--- config.mk ---
export PLATFORM = sky130hd
export DESIGN_NAME = command_packet_deframer
export DESIGN_NICKNAME = d
export VERILOG_FILES = /design/src/rtl/cpd_pkg.sv /design/src/rtl/cpd_csr.sv /design/src/rtl/command_packet_deframer.sv
export SDC_FILE = /design/constraint.sdc
export NUM_CORES = 1
export LEC_CHECK = 0
export BUFFER_PORTS_ARGS = -buffer_cell sky130_fd_sc_hd__buf_2
export CORE_MARGIN = 8
export CORE_UTILIZATION = 45
export DETAILED_ROUTE_END_ITERATION = 16
export PLACE_DENSITY_LB_ADDON = 0.2
export RECOVER_POWER = 25
export SYNTH_ARGS = -nofsm -noshare
export SYNTH_HDL_FRONTEND = slang
export SYNTH_SLANG_ARGS = --single-unit
export TNS_END_PERCENT = 10
--- constraint.sdc ---
create_clock -name clock -period 3.8 [get_ports clock]
set_input_delay 0 -clock clock [delete_from_list [all_inputs] [get_ports clock]]
set_output_delay 0 -clock clock [all_outputs]
set_load 0.01 [all_outputs]
--- src/rtl/cpd_pkg.sv ---
// ----------------------------------------------------------------------------
// cpd_pkg
// Shared types and constants for the command packet deframer.
// ----------------------------------------------------------------------------
package cpd_pkg;

   localparam int MAX_PACKET_DEFAULT = 64;
   localparam int HELD_BYTES         = 24;
   localparam int STORE_IDX_W        = $clog2(HELD_BYTES + 1);

   localparam int CSR_ADDR_W = 5;
   localparam int CSR_DATA_W = 32;

   localparam int RSP_FIELDS_W = 3 + 16 + 8 + 4 * 64 + 32;
   localparam int RSP_DATA_W   = ((RSP_FIELDS_W + 7) / 8) * 8;

   localparam logic [7:0] PKT_VERSION_OK = 8'd1;

   // register indexes on the configuration port
   localparam logic [2:0] REG_START_BYTE    = 3'd0;
   localparam logic [2:0] REG_CODE_CONTROL  = 3'd1;
   localparam logic [2:0] REG_CODE_PID_ALL  = 3'd2;
   localparam logic [2:0] REG_CODE_TARGET   = 3'd3;
   localparam logic [2:0] REG_CODE_SET_FLG  = 3'd4;
   localparam logic [2:0] REG_CODE_CLR_FLG  = 3'd5;

   typedef enum logic [2:0] {
      ST_IN_PROGRESS = 3'd0,
      ST_HUNTING     = 3'd1,
      ST_TOO_BIG     = 3'd2,
      ST_APPLIED     = 3'd3,
      ST_BAD_VERSION = 3'd4,
      ST_BAD_TYPE    = 3'd5
   } status_type;

   typedef struct packed {
      logic [7:0] start_byte;
      logic [7:0] code_control;
      logic [7:0] code_pid_all;
      logic [7:0] code_target_speed;
      logic [7:0] code_set_flags;
      logic [7:0] code_clear_flags;
   } cfg_type;

endpackage

--- src/rtl/cpd_csr.sv ---
// ----------------------------------------------------------------------------
// cpd_csr
// Configuration register file behind the APB-style port.
// ----------------------------------------------------------------------------
module cpd_csr
   import cpd_pkg::*;
(
   input  logic                  clock,
   input  logic                  reset,
   input  logic                  csr_psel,
   input  logic                  csr_penable,
   input  logic                  csr_pwrite,
   input  logic [CSR_ADDR_W-1:0] csr_paddr,
   input  logic [CSR_DATA_W-1:0] csr_pwdata,
   output logic [CSR_DATA_W-1:0] csr_prdata,
   output logic                  csr_pready,
   output cfg_type               cfg
);

   cfg_type    cfg_ff;
   cfg_type    cfg_in;
   logic       wr_en;
   logic [2:0] reg_idx;
   logic [7:0] wr_byte;
   logic [7:0] rd_byte;

   assign csr_pready = 1'b1;
   assign wr_en      = csr_psel && csr_penable && csr_pwrite && csr_pready;
   assign reg_idx    = csr_paddr[CSR_ADDR_W-1:2];
   assign wr_byte    = csr_pwdata[7:0];

   always_comb begin
      cfg_in = cfg_ff;
      if (wr_en) begin
         unique case (reg_idx)
            REG_START_BYTE:   cfg_in.start_byte        = wr_byte;
            REG_CODE_CONTROL: cfg_in.code_control      = wr_byte;
            REG_CODE_PID_ALL: cfg_in.code_pid_all      = wr_byte;
            REG_CODE_TARGET:  cfg_in.code_target_speed = wr_byte;
            REG_CODE_SET_FLG: cfg_in.code_set_flags    = wr_byte;
            REG_CODE_CLR_FLG: cfg_in.code_clear_flags  = wr_byte;
            default:          cfg_in = cfg_ff;
         endcase
      end
   end

   always_ff @(posedge clock) begin
      if (reset) begin
         cfg_ff.start_byte        <= 8'd2;
         cfg_ff.code_control      <= 8'd0;
         cfg_ff.code_pid_all      <= 8'd1;
         cfg_ff.code_target_speed <= 8'd2;
         cfg_ff.code_set_flags    <= 8'd3;
         cfg_ff.code_clear_flags  <= 8'd4;
      end else begin
         cfg_ff <= cfg_in;
      end
   end

   always_comb begin
      unique case (reg_idx)
         REG_START_BYTE:   rd_byte = cfg_ff.start_byte;
         REG_CODE_CONTROL: rd_byte = cfg_ff.code_control;
         REG_CODE_PID_ALL: rd_byte = cfg_ff.code_pid_all;
         REG_CODE_TARGET:  rd_byte = cfg_ff.code_target_speed;
         REG_CODE_SET_FLG: rd_byte = cfg_ff.code_set_flags;
         REG_CODE_CLR_FLG: rd_byte = cfg_ff.code_clear_flags;
         default:          rd_byte = 8'd0;
      endcase
   end

   assign csr_prdata = {{(CSR_DATA_W-8){1'b0}}, rd_byte};
   assign cfg        = cfg_ff;

endmodule

--- src/rtl/command_packet_deframer.sv ---
// ----------------------------------------------------------------------------
// command_packet_deframer
// Parses start-byte, length-prefixed command packets and holds the settings.
// ----------------------------------------------------------------------------
// Usage:
//   req_* carries one received byte per transfer. rsp_* returns exactly one
//   result per byte: a status code plus every held setting after that byte.
//   csr_* is an APB-style port holding the start byte and the five type codes;
//   write it only while no byte is in flight.
// Stages and throughput:
//   Two stage registers: input byte, then parser state / result, shown on
//   rsp_*. One byte per cycle is sustained while rsp_tready is high; the
//   parser updates in a single pass per byte.
// Reset:
//   Synchronous, active high. Parser hunts for the start byte, payload store
//   and held settings are cleared, registers return to their defaults.
// Stall:
//   When rsp_tready is low the result holds; one further byte may wait in the
//   input register, after which req_tready drops until the result is taken.
// ----------------------------------------------------------------------------
module command_packet_deframer
   import cpd_pkg::*;
#(
   parameter int MAX_PACKET = MAX_PACKET_DEFAULT
)(
   input  logic                  clock,
   input  logic                  reset,
   // req_tdata: [7:0] rx_byte
   input  logic                  req_tvalid,
   output logic                  req_tready,
   input  logic [7:0]            req_tdata,
   // rsp_tdata: [2:0] status, [18:3] speed, [26:19] angle, [90:27] kp_bits,
   //   [154:91] ki_bits, [218:155] kd_bits, [282:219] target_bits,
   //   [314:283] flag_word, [319:315] zero
   output logic                  rsp_tvalid,
   input  logic                  rsp_tready,
   output logic [RSP_DATA_W-1:0] rsp_tdata,
   input  logic                  csr_psel,
   input  logic                  csr_penable,
   input  logic                  csr_pwrite,
   input  logic [CSR_ADDR_W-1:0] csr_paddr,
   input  logic [CSR_DATA_W-1:0] csr_pwdata,
   output logic [CSR_DATA_W-1:0] csr_prdata,
   output logic                  csr_pready
);

   localparam int POS_W = $clog2(MAX_PACKET + 4);
   localparam logic [POS_W-1:0] POS_HUNT    = POS_W'(0);
   localparam logic [POS_W-1:0] POS_VERSION = POS_W'(1);
   localparam logic [POS_W-1:0] POS_TYPE    = POS_W'(2);
   localparam logic [POS_W-1:0] POS_SIZE_HI = POS_W'(3);
   localparam logic [POS_W-1:0] POS_SIZE_LO = POS_W'(4);
   localparam logic [16:0]      SIZE_LIMIT  = 17'(MAX_PACKET - 1);

   cfg_type cfg;

   cpd_csr u_csr (
      .clock       (clock),
      .reset       (reset),
      .csr_psel    (csr_psel),
      .csr_penable (csr_penable),
      .csr_pwrite  (csr_pwrite),
      .csr_paddr   (csr_paddr),
      .csr_pwdata  (csr_pwdata),
      .csr_prdata  (csr_prdata),
      .csr_pready  (csr_pready),
      .cfg         (cfg)
   );

   // handshake / stage control
   logic       in_valid_ff, in_valid_in;
   logic [7:0] in_byte_ff;
   logic       rsp_valid_ff, rsp_valid_in;
   logic       advance;
   logic       req_accept;

   assign advance    = in_valid_ff && (!rsp_valid_ff || rsp_tready);
   assign req_tready = !in_valid_ff || advance;
   assign req_accept = req_tvalid && req_tready;

   always_comb begin
      in_valid_in = in_valid_ff;
      if (req_accept)   in_valid_in = 1'b1;
      else if (advance) in_valid_in = 1'b0;
      rsp_valid_in = rsp_valid_ff;
      if (advance)         rsp_valid_in = 1'b1;
      else if (rsp_tready) rsp_valid_in = 1'b0;
   end

   always_ff @(posedge clock) begin
      if (reset) begin
         in_valid_ff  <= 1'b0;
         rsp_valid_ff <= 1'b0;
      end else begin
         in_valid_ff  <= in_valid_in;
         rsp_valid_ff <= rsp_valid_in;
      end
   end

   always_ff @(posedge clock) begin
      if (req_accept) in_byte_ff <= req_tdata;
   end

   // parser state
   logic [POS_W-1:0]       pos_ff, pos_in;
   logic [7:0]             version_ff, version_in;
   logic [7:0]             type_ff, type_in;
   logic [15:0]            size_ff, size_in;
   logic [STORE_IDX_W-1:0] widx_ff, widx_in;
   logic [7:0]             store_ff [HELD_BYTES];
   logic [7:0]             store_in [HELD_BYTES];
   status_type             status_ff, status_in;
   logic [15:0]            speed_ff, speed_in;
   logic [7:0]             angle_ff, angle_in;
   logic [63:0]            kp_ff, kp_in, ki_ff, ki_in, kd_ff, kd_in;
   logic [63:0]            target_ff, target_in;
   logic [31:0]            flags_ff, flags_in;

   logic [7:0]             b;
   logic [15:0]            size_lo;
   logic                   last_byte;
   logic [16:0]            payload_cnt;

   assign b           = in_byte_ff;
   assign size_lo     = {size_ff[15:8], b};
   assign payload_cnt = 17'(pos_ff) - 17'd4;

   always_comb begin
      pos_in     = pos_ff;
      version_in = version_ff;
      type_in    = type_ff;
      size_in    = size_ff;
      widx_in    = widx_ff;
      store_in   = store_ff;
      status_in  = ST_IN_PROGRESS;
      speed_in   = speed_ff;
      angle_in   = angle_ff;
      kp_in      = kp_ff;
      ki_in      = ki_ff;
      kd_in      = kd_ff;
      target_in  = target_ff;
      flags_in   = flags_ff;
      last_byte  = 1'b0;

      priority if (pos_ff == POS_HUNT) begin
         if (b == cfg.start_byte) begin
            widx_in = '0;
            pos_in  = POS_VERSION;
         end else begin
            status_in = ST_HUNTING;
         end
      end else if (pos_ff == POS_VERSION) begin
         version_in = b;
         pos_in     = POS_TYPE;
      end else if (pos_ff == POS_TYPE) begin
         type_in = b;
         pos_in  = POS_SIZE_HI;
      end else if (pos_ff == POS_SIZE_HI) begin
         size_in = {b, size_ff[7:0]};
         pos_in  = POS_SIZE_LO;
      end else if (pos_ff == POS_SIZE_LO) begin
         if ({1'b0, size_lo} > SIZE_LIMIT) begin
            widx_in   = '0;
            size_in   = '0;
            pos_in    = POS_HUNT;
            status_in = ST_TOO_BIG;
         end else begin
            size_in = size_lo;
            pos_in  = pos_ff + POS_W'(1);
         end
      end else begin
         if (widx_ff < STORE_IDX_W'(HELD_BYTES)) begin
            store_in[widx_ff] = b;
            widx_in           = widx_ff + STORE_IDX_W'(1);
         end
         if (payload_cnt >= {1'b0, size_ff}) begin
            last_byte = 1'b1;
            pos_in    = POS_HUNT;
            // entry after the last payload byte is cleared
            if (widx_in < STORE_IDX_W'(HELD_BYTES)) store_in[widx_in] = 8'd0;
         end else begin
            pos_in = pos_ff + POS_W'(1);
         end
      end

      if (last_byte) begin
         if (version_ff != PKT_VERSION_OK) begin
            status_in = ST_BAD_VERSION;
         end else begin
            status_in = ST_APPLIED;
            priority if (type_ff == cfg.code_control) begin
               speed_in = {store_in[0], store_in[1]};
               angle_in = store_in[2];
            end else if (type_ff == cfg.code_pid_all) begin
               for (int k = 0; k < 8; k++) begin
                  kp_in[63-8*k -: 8] = store_in[k];
                  ki_in[63-8*k -: 8] = store_in[k+8];
                  kd_in[63-8*k -: 8] = store_in[k+16];
               end
            end else if (type_ff == cfg.code_target_speed) begin
               for (int k = 0; k < 8; k++) begin
                  target_in[63-8*k -: 8] = store_in[k];
               end
            end else if (type_ff == cfg.code_set_flags) begin
               flags_in = flags_ff |
                          {store_in[0], store_in[1], store_in[2], store_in[3]};
            end else if (type_ff == cfg.code_clear_flags) begin
               flags_in = flags_ff &
                          ~{store_in[0], store_in[1], store_in[2], store_in[3]};
            end else begin
               status_in = ST_BAD_TYPE;
            end
         end
      end
   end

   // held settings double as the result register
   always_ff @(posedge clock) begin
      if (reset) begin
         pos_ff     <= POS_HUNT;
         version_ff <= '0;
         type_ff    <= '0;
         size_ff    <= '0;
         widx_ff    <= '0;
         status_ff  <= ST_IN_PROGRESS;
         speed_ff   <= '0;
         angle_ff   <= '0;
         kp_ff      <= '0;
         ki_ff      <= '0;
         kd_ff      <= '0;
         target_ff  <= '0;
         flags_ff   <= '0;
         for (int i = 0; i < HELD_BYTES; i++) store_ff[i] <= '0;
      end else if (advance) begin
         pos_ff     <= pos_in;
         version_ff <= version_in;
         type_ff    <= type_in;
         size_ff    <= size_in;
         widx_ff    <= widx_in;
         status_ff  <= status_in;
         speed_ff   <= speed_in;
         angle_ff   <= angle_in;
         kp_ff      <= kp_in;
         ki_ff      <= ki_in;
         kd_ff      <= kd_in;
         target_ff  <= target_in;
         flags_ff   <= flags_in;
         store_ff   <= store_in;
      end
   end

   assign rsp_tvalid = rsp_valid_ff;
   assign rsp_tdata  = {{(RSP_DATA_W-RSP_FIELDS_W){1'b0}}, flags_ff, target_ff,
                        kd_ff, ki_ff, kp_ff, angle_ff, speed_ff, status_ff};

endmodule

* Yosys cells after proc, flatten, opt, wreduce, memory -nomap -nowiden
Cells that the tools add are included.
** Cells by class
- Bitwise gates (word level) :: 15
- Equality and inequality tests :: 21
- $add $sub $neg :: 3
- Reduce and logical (&&, ||, !) cells :: 33
- Order comparisons :: 8
- Muxes and demuxes :: 69
** Operator list (count)
- 192-bit 2-to-1 mux :: 13
- 192-bit bitwise AND :: 1
- 192-bit bitwise mux :: 1
- 192-bit inverter :: 1
- 8-bit demux with 5-bit select :: 2
- 5-bit 2-to-1 mux :: 13
- 32-bit 2-to-1 mux :: 2
- 7-bit 2-to-1 mux :: 8
- 8-bit equality test :: 6
- 16-bit 2-to-1 mux :: 3
- 8-bit case mux with 6 select lines :: 1
- 32-bit bitwise AND :: 1
- 32-bit inverter :: 1
- 32-bit bitwise OR :: 1
- 3-bit 2-to-1 mux :: 8
- 6-bit AND reduction :: 4
- 17-bit by 16-bit greater-or-equal comparator with 1-bit output :: 1
- 16-bit by 6-bit greater-than comparator with 1-bit output (second input constant) :: 1
- 8-bit 2-to-1 mux :: 2
- 7-bit by 2-bit equality test with 1-bit output (second input constant) :: 2
- 2-bit AND reduction :: 7
- 6-bit greater-or-equal comparator (second input constant) :: 2
- 6-bit by 1-bit less-than comparator with 1-bit output (second input constant) :: 2
- 5-bit inverter with 6-bit output :: 2
- 26 further kinds :: 64
** Storage, ports and cells
- Flip-flop bits (word level) :: 609

* Logic depth before layout (Yosys ltp)
Gate-level depths: netlist of the first run.
- Depth after elaboration :: 25
- Gate-level depth with buffers :: 16
- Gate-level depth less buffers :: 12

* Cells and area by module
From an unflattened synthesis of the first run, not the netlist that was laid out.
** Unflattened totals
- Cells, all modules :: 3333
- Area, all modules :: 27371.3 um^2
** Modules (own cells, without submodules)
- command_packet_deframer :: times used 1, cells each 3074, area an instance 24786.3 um^2
- cpd_csr :: times used 1, cells each 259, area an instance 2585.0 um^2

* Least setup slack after synthesis of the first run
No wires, ideal clock.
- Kind :: flip-flop to flip-flop
- Start point :: reg pos_ff[4]
- End point :: reg ki_ff[45]
- Path slack :: 0.523 ns
- Period minus slack after synthesis :: 3.277 ns
- Required time :: 3.730 ns
- Stages on the path, launching flop included :: 15
- Arrival :: 3.207 ns
- Library setup time :: 0.070 ns
- Path buffers :: 3
- Cells stage by stage :: dfxtp_1 buf_2 nor3_2 nand3_1 inv_2 ha_1 nand4_1 nor3_1 a2111oi_4 a31oi_1 buf_2 buf_2 a221oi_1 nand2_1 a21oi_1
** On the way
- Longest elaborated chain between the ends :: 9
- Elaborated cells on any way between the ends :: 20
** RTL lines
- start: declaration :: RTL line command_packet_deframer.sv:105 : logic [POS_W-1:0] pos_ff, pos_in;
- start signal: assignment :: RTL line command_packet_deframer.sv:235 : pos_ff <= pos_in;
- 7-bit by 3-bit subtractor with 8-bit output :: RTL line command_packet_deframer.sv:126 : assign payload_cnt = 17'(pos_ff) - 17'd4;
- 17-bit by 16-bit greater-or-equal comparator with 1-bit output :: RTL line command_packet_deframer.sv:176 : if (payload_cnt >= {1'b0, size_ff}) begin
- 1-bit 2-to-1 mux :: RTL line command_packet_deframer.sv:176
- 1-bit 2-to-1 mux :: RTL line command_packet_deframer.sv:161 : end else if (pos_ff == POS_SIZE_LO) begin
- 1-bit 2-to-1 mux :: RTL line command_packet_deframer.sv:158 : end else if (pos_ff == POS_SIZE_HI) begin
- 1-bit 2-to-1 mux :: RTL line command_packet_deframer.sv:155 : end else if (pos_ff == POS_TYPE) begin
- 1-bit 2-to-1 mux :: RTL line command_packet_deframer.sv:152 : end else if (pos_ff == POS_VERSION) begin
- 1-bit 2-to-1 mux :: RTL line command_packet_deframer.sv:145 : priority if (pos_ff == POS_HUNT) begin
- 5-bit AND reduction (no source line)
- end signal: assignment :: RTL line command_packet_deframer.sv:244 : ki_ff <= ki_in;
- end: declaration :: RTL line command_packet_deframer.sv:115 : logic [63:0] kp_ff, kp_in, ki_ff, ki_in, kd_ff, kd_in;
Several ways; a longest one is shown, not always the timed one.
A chain may end at the register's enable or synchronous reset.

* Worst setup path in the final report of the first run
- Start point :: reg pos_ff[2]
- End point :: reg store_ff[167] (netlist bit)
** On the way
- Longest elaborated chain between the ends :: 8
- Elaborated cells on any way between the ends :: 13
** RTL lines
- 7-bit by 3-bit subtractor with 8-bit output :: RTL line command_packet_deframer.sv:126
- 17-bit by 16-bit greater-or-equal comparator with 1-bit output :: RTL line command_packet_deframer.sv:176
- 192-bit 2-to-1 mux :: RTL line command_packet_deframer.sv:176
- 192-bit 2-to-1 mux :: RTL line command_packet_deframer.sv:161
- 192-bit 2-to-1 mux :: RTL line command_packet_deframer.sv:158
- 192-bit 2-to-1 mux :: RTL line command_packet_deframer.sv:155
- 192-bit 2-to-1 mux :: RTL line command_packet_deframer.sv:152
- 192-bit 2-to-1 mux (*) :: RTL line command_packet_deframer.sv:145
- end signal: assignment :: RTL line command_packet_deframer.sv:248 : store_ff <= store_in;
- end: declaration :: RTL line command_packet_deframer.sv:110 : logic [7:0] store_ff [HELD_BYTES];
Mark *: on every way between the ends. The rest lies on a longest branch, timed or not.

==> reports/qor.yml, run 1 <==
status: "completed"
vias_per_cell: 5.71
synth_async_sr_flop_share: 0
die_w_um: 259
first_iter_violations: 2090
yosysWarnings: 0
holdWs_ns: 0.0619
clock_latency_ns: 0.61
synth_cells: 3057
clockBufferDepth: 3
grt_max_degree: 185
cts_tree: "yes"
hpwlAfterDp_um: 59200
internal-power_w: 0.0105
arrival_ns: 4.09
dr_total_vias: 23883
gp_congestion: 0.882
wirelength_um: 89100
grt_usage: 0.255
synthFlopType: "dfxtp_1"
worstRegToRegCells: 12
p_sw_w: 0.00309
drive_above_1_share: 0.123
p_leak_nw: 11.9
fin_crit_sh: 0.960
die_area_sq_mm: 0.0670
clock_skew_ns: 0.0373
slew_viol_final: 0
critical_path_class: "register to register"
h-tree-depth: 3
r2r_start: "pos_ff[2]$_SDFFE_PP0P_"
avgSynthCellArea_sq_um: 8.68
endpoint_kind: "register"
fillers: 5491
netlist_area_sq_mm: 0.0265
fin_crit_ns: 3.65
avgRoutedWirePerCell_um: 21.3
clockRootBuffer: "clkbuf_16"
grt_pass1_vias: 23522
rsz0062_at_grt: "yes"
p_seq_frac: 0.471
fmax_mhz: 274
antenna_found_initial: 0
io_pins: 407
slew_headroom: 0.310
hp-class: "input port to register"
cp.required_ns: 4.24
combPwrFrac: 0.031
maxCapViolations: 0
ys_seq_area_frac: 0.463
area_growth_pct: 18.7
die_height_um: 259
hold_end: "u_csr.cfg[27]$_SDFFE_PP0P_"
start_kind: "register"
sw_frac_of_total: 0.227
drc: 0
cts_buffers: 69
antennaDiodeCount: 0
rows: 89
start_util: 0.452
finalNetCount: 3434
setup_viol: 0
synth_cell_types: 79
antenna_left: 0
ys_ff_latch: 609
synth_edf_count: 8
dr.pass1.iters: 6
grt_overflow: 0
cts.sinks: 609
path_clk_slew_ns: 0.06
port_buffers: 350
tightest_slew_ns: 1.03
powerDensity_mw_per_mm2: 433
r2r_slack_ns: 0.15
vdd_drop_max_mv: 0.335
layout.cells.non_filler: 4181
core_sq_mm: 0.0587
path_max_fanout: 11
grt_pass1_wl_um: 137000
hold_depth: 5
min-delay-start: "csr_penable"
clockPowerShare: 0.498
finalHoldViolations: 0
worst_r2r_endpoint: "store_ff[167]$_SDFFE_PP0P_"
utilization: 0.537
place_inst: 4032
[placed cells by master (no fill, tap or decap), types with 9 or more instances in the layout]
| cell | netlist | layout |
|---|---|---|
| nand2_1 | 562 | 561 |
| nor2_1 | 214 | 213 |
| nand2b_1 | 12 | 12 |
| nor2b_1 | 24 | 24 |
| dfxtp_1 | 601 | 601 |
| clkinv_2 | 0 | 12 |
| xnor2_1 | 29 | 29 |
| clkbuf_16 | 0 | 72 |
| conb_1 | 2 | 30 |
| a221oi_1 | 31 | 31 |
| inv_1 | 43 | 42 |
| o22ai_1 | 16 | 16 |
| mux2i_1 | 219 | 219 |
| clkbuf_1 | 190 | 237 |
| and2_1 | 15 | 14 |
| dlygate4sd3_1 | 0 | 21 |
| ha_1 | 29 | 29 |
| a21oi_1 | 341 | 336 |
| mux2_2 | 13 | 13 |
| and3_1 | 18 | 18 |
| nor3_1 | 56 | 53 |
| clkbuf_8 | 0 | 14 |
| o21ai_0 | 50 | 49 |
| a31oi_1 | 12 | 9 |
| buf_4 | 31 | 96 |
| a22oi_1 | 52 | 51 |
| xor2_1 | 27 | 27 |
| a22o_1 | 72 | 72 |
| nand4_1 | 22 | 22 |
| buf_2 | 44 | 125 |
| a211oi_1 | 39 | 39 |
| nand3_1 | 60 | 53 |
| o2bb2ai_1 | 65 | 65 |
[cells in the mapped netlist (12+ instances only)]
master       n  area, sq um
o22ai_1     16          100
nor2_1     214          803
ha_1        29          363
buf_1       13         48.8
nor3_1      56          280
dfxtp_1    601        12000
nand2b_1    12         75.1
a22oi_1     52          390
a31oi_1     12         75.1
and3_1      18          113
nand2_1    562         2110
inv_1       43          161
xor2_1      27          236
mux2_2      13          146
nand3_1     60          300
xnor2_1     29          254
a211oi_1    39          293
and2_1      15         93.8
a22o_1      72          631
buf_2       44          220
clkbuf_1   190          713
nor2b_1     24          150
o2bb2ai_1   65          569
a21oi_1    341         1710
mux2i_1    219         2190
o21ai_0     50          250
nand4_1     22          138
buf_4       31          233
a221oi_1    31          272
[power groups by stage]
stage	Sequential [W]	Combinational, W	Clock (W)
floorplan	0.00656	0.000266	0
global route	0.00642	0.000449	0.00720
detailed placement	0.00656	0.000403	0
finish	0.00642	0.000426	0.00678
CTS	0.00642	0.000419	0.00691
global placement	0.00656	0.000394	0
[worst max-delay path by stage]
stage / slack [ns] / startpoint / depth (start not counted) / endpoint
final: 0.15 / pos_ff[2]$_SDFFE_PP0P_ / 12 / store_ff[167]$_SDFFE_PP0P_
after global placement: 0.21 / pos_ff[6]$_SDFFE_PP0P_ / 12 / store_ff[30]$_SDFFE_PP0P_
after global routing: -0.11 / pos_ff[2]$_SDFFE_PP0P_ / 12 / store_ff[166]$_SDFFE_PP0P_
after detailed placement: 0.09 / pos_ff[6]$_SDFFE_PP0P_ / 12 / store_ff[24]$_SDFFE_PP0P_
after CTS: 0.05 / pos_ff[6]$_SDFFE_PP0P_ / 12 / store_ff[24]$_SDFFE_PP0P_
after floorplan: 0.52 / pos_ff[4]$_SDFFE_PP0P_ / 14 / ki_ff[45]$_SDFFE_PP0P_
[layer usage]
metal | part of all wire | global-route usage
met3 | 0.068 | 0.0495
met1 | 0.43 | 0.327
met2 | 0.48 | 0.426
met5 | 0 | 0
met4 | 0.027 | 0.0855
[timing repair]
| action | 4_1_cts | 5_1_grt |
|---|---|---|
| setup buffers | 0 | 2 |
| gates resized for setup | 0 | 24 |
| endpoints found under the setup margin | 0 | 348 |
| hold endpoints to repair | 97 | 0 |
| hold buffers | 21 | 0 |
[per-stage QoR]
stage                     power [W]  setup slack, ns  setup TNS, ns  area, sq um
after CTS                    0.0138           0.0524              0        31600
after global placement      0.00696            0.213              0        29100
after global routing         0.0141           -0.112         -0.650        31500
after floorplan             0.00683            0.523              0        26600
after detailed placement    0.00697           0.0879              0        29100
final                        0.0136            0.150              0        31500
[area by class of cell]
cell class	count	area, sq um	share of cell area
Multi-Input combinational cell	2153	13200	0.419
Sequential cell	609	12300	0.390
Timing Repair Buffer	476	2580	0.0820
Clock buffer	99	2040	0.0649
Tap cell	773	967	0.0307
Clock inverter	27	279	0.00886
Inverter	44	165	0.00524
[logic make-up after synthesis]
| kind of cell | Yosys count | synth area share |
|---|---|---|
| flops | 609 | 0.463 |
| other cells | 2 | 0.000283 |
| xor+xnor | 56 | 0.0185 |
| compound gates | 755 | 0.189 |
| fa+ha+maj | 29 | 0.0137 |
| buf+inv | 323 | 0.0522 |
| mux | 234 | 0.0898 |
| simple gates | 1049 | 0.173 |
[critical path, cell delays in order, from the launching register on]
cell	delay [ns]
dfxtp_1	0.46
inv_1	0.16
ha_1	0.25
xor2_1	0.15
ha_1	0.29
nand2_1	0.07
a211oi_1	0.25
a22oi_1	0.16
buf_4	0.21
a311oi_2	0.78
o21ai_1	0.37
a22oi_1	0.27
nor2_1	0.07
[registers in the layout, indices dropped and copies added, names as in the netlist, 8 cells and up, named ones only]
name	flops
version_ff	8
speed_ff	16
u_csr.cfg	48
target_ff	64
store_ff	192
kp_ff	64
type_ff	8
ki_ff	64
size_ff	16
angle_ff	8
kd_ff	64
b	8
No activity file was read; power rests on OpenSTA's default activity.
==> run 2: changes to the inputs <==
Settings changed: CORE_UTILIZATION 45 to 40, TNS_END_PERCENT 10 to 1.
==> run 2 against run 1 <==
Setup slack better by 0.014 ns. Clock power up 0.9%. Sequential share of layout area is 0.10 points lower. Via count rose by 0.73%. First-iteration DRC count down 11%. Cell area up 0.27%. Maximum frequency increased by 0.37%. Critical path type unchanged. Critical endpoint is now ki_ff[53]$_SDFFE_PP0P_. Largest cell class unchanged. Largest power group unchanged. Highest routed layer unchanged.
==> reports/qor.yml, run 2 (same netlist as run 1, synthesis figures left out) <==
antenna_left: 0
drc: 0
avgRoutedWirePerCell_um: 21.3
rows: 94
r2r_start: "pos_ff[2]$_SDFFE_PP0P_"
hold_depth: 6
setup_viol: 0
final_common_cell: "dfxtp_1"
io_pins: 407
largest_register_ffs: 192
antennaDiodeCount: 0
maxCapViolations: 0
final_cell_mix: "dfxtp_1 (601), nand2_1 (561), a21oi_1 (337), clkbuf_1 (238), mux2i_1 (219)"
cp.required_ns: 4.33
utilization: 0.480
h-tree-depth: 3
antenna_found_initial: 0
fin_crit_sh: 0.957
vdd_drop_max_mv: 0.307
worstRegToRegCells: 14
die_area_sq_mm: 0.0748
slew_viol_final: 0
area_growth_pct: 19.1
worst_r2r_endpoint: "ki_ff[53]$_SDFFE_PP0P_"
grt_overflow: 0
fillers: 6386
hp-class: "input port to register"
p_leak_nw: 11.9
cts_tree: "yes"
start_util: 0.404
grt_pass1_vias: 23552
hold_end: "u_csr.cfg[24]$_SDFFE_PP1P_"
cts.sinks: 609
core_sq_mm: 0.0657
clock_latency_ns: 0.61
clockBufferDepth: 3
regMostFlops: "store_ff"
hpwlAfterDp_um: 61500
grt_pass1_wl_um: 139000
powerDensity_mw_per_mm2: 433
fin_ws_ns: 0.164
first_iter_violations: 1869
wirelength_um: 90800
layout.cells.non_filler: 4272
endpoint_kind: "register"
rsz0062_at_grt: "yes"
vias_per_cell: 5.63
place_inst: 4126
use_met1: 0.296
grtUsageMet3: 0.0431
clockRootBuffer: "clkbuf_16"
grt_usage: 0.232
r2r_slack_ns: 0.16
grt_use_met2: 0.389
grt_max_degree: 115
dp_slack_ns: 0.0603
path_clk_slew_ns: 0.06
critical_path_class: "register to register"
dr.pass1.iters: 7
finalNetCount: 3434
status: "completed"
start_kind: "register"
die_height_um: 274
arrival_ns: 4.16
die_w_um: 274
dr_total_vias: 24058
gp_congestion: 0.870
drive_above_1_share: 0.121
clock_skew_ns: 0.0220
grt.busiest_layer: "met2"
fin_crit_ns: 3.64
finalHoldViolations: 0
port_buffers: 350
tightest_slew_ns: 1.18
fmax_mhz: 275
min-delay-start: "csr_penable"
slew_headroom: 0.212
path_max_fanout: 61
cts_buffers: 69
[run 2: stage by stage]
stage | total power (W) | hold slack, ns | setup TNS, ns | cell area [sq um]
floorplan | 0.00683 | 0.0989 | 0 | 26600
global placement | 0.00696 | 0.179 | 0 | 29300
CTS | 0.0138 | 0.0289 | 0 | 31800
global route | 0.0141 | 0.0832 | -0.0348 | 31600
finish | 0.0137 | 0.0611 | 0 | 31600
detailed placement | 0.00697 | 0.181 | 0 | 29300
[run 2: what timing repair did]
action	in CTS	in global routing
setup endpoints to repair	0	184
hold endpoints to repair	135	0
resized for setup	0	14
setup buffers	0	0
hold buffers	20	0
[run 2: worst max-delay path: stages (launching register included)]
cell	delay [ns]
dfxtp_1	0.46
inv_1	0.17
ha_1	0.26
xor2_1	0.15
ha_1	0.29
a21oi_1	0.14
o21ai_0	0.17
a2111oi_4	0.39
buf_4	0.26
and3_2	0.35
a2111oi_4	0.09
buf_4	0.22
nor2_4	0.12
buf_12	0.28
o2bb2ai_1	0.17
[run 2: area by class of cell]
type,instances,area [sq um],share of cell area
multi-input combinational,2153,13100,0.415
sequential,609,12300,0.389
timing repair buffer,476,2620,0.0828
clock buffer,94,1970,0.0624
tap,864,1080,0.0342
clock inverter,32,367,0.0116
inverter,44,165,0.00523
[run 2: where the power goes]
part | total (W) | internal (W) | switching [W] | leakage [nW]
Sequential | 0.00642 | 0.00641 | 0.00000965 | 4.92
Combinational | 0.000425 | 0.0000869 | 0.000338 | 5.85
Clock | 0.00684 | 0.00408 | 0.00276 | 1.14
[run 2: worst max path at each step]
| stage | from | to | slack, ns |
|---|---|---|---|
| global route | pos_ff[2]$_SDFFE_PP0P_ | ki_ff[49]$_SDFFE_PP0P_ | -0.01 |
| finish | pos_ff[2]$_SDFFE_PP0P_ | ki_ff[53]$_SDFFE_PP0P_ | 0.16 |
| detailed placement | pos_ff[6]$_SDFFE_PP0P_ | ki_ff[53]$_SDFFE_PP0P_ | 0.06 |
| CTS | pos_ff[6]$_SDFFE_PP0P_ | ki_ff[53]$_SDFFE_PP0P_ | 0.04 |
| floorplan | pos_ff[4]$_SDFFE_PP0P_ | ki_ff[45]$_SDFFE_PP0P_ | 0.52 |
| global placement | pos_ff[6]$_SDFFE_PP0P_ | ki_ff[35]$_SDFFE_PP0P_ | 0.13 |
[run 2: per-layer routing]
metal / vias up / wire length (um)
met1: 11753 / 38400
met4: 0 / 2570
li1: 11298 / -
met3: 154 / 6120
met5: - / 0
met2: 853 / 43800
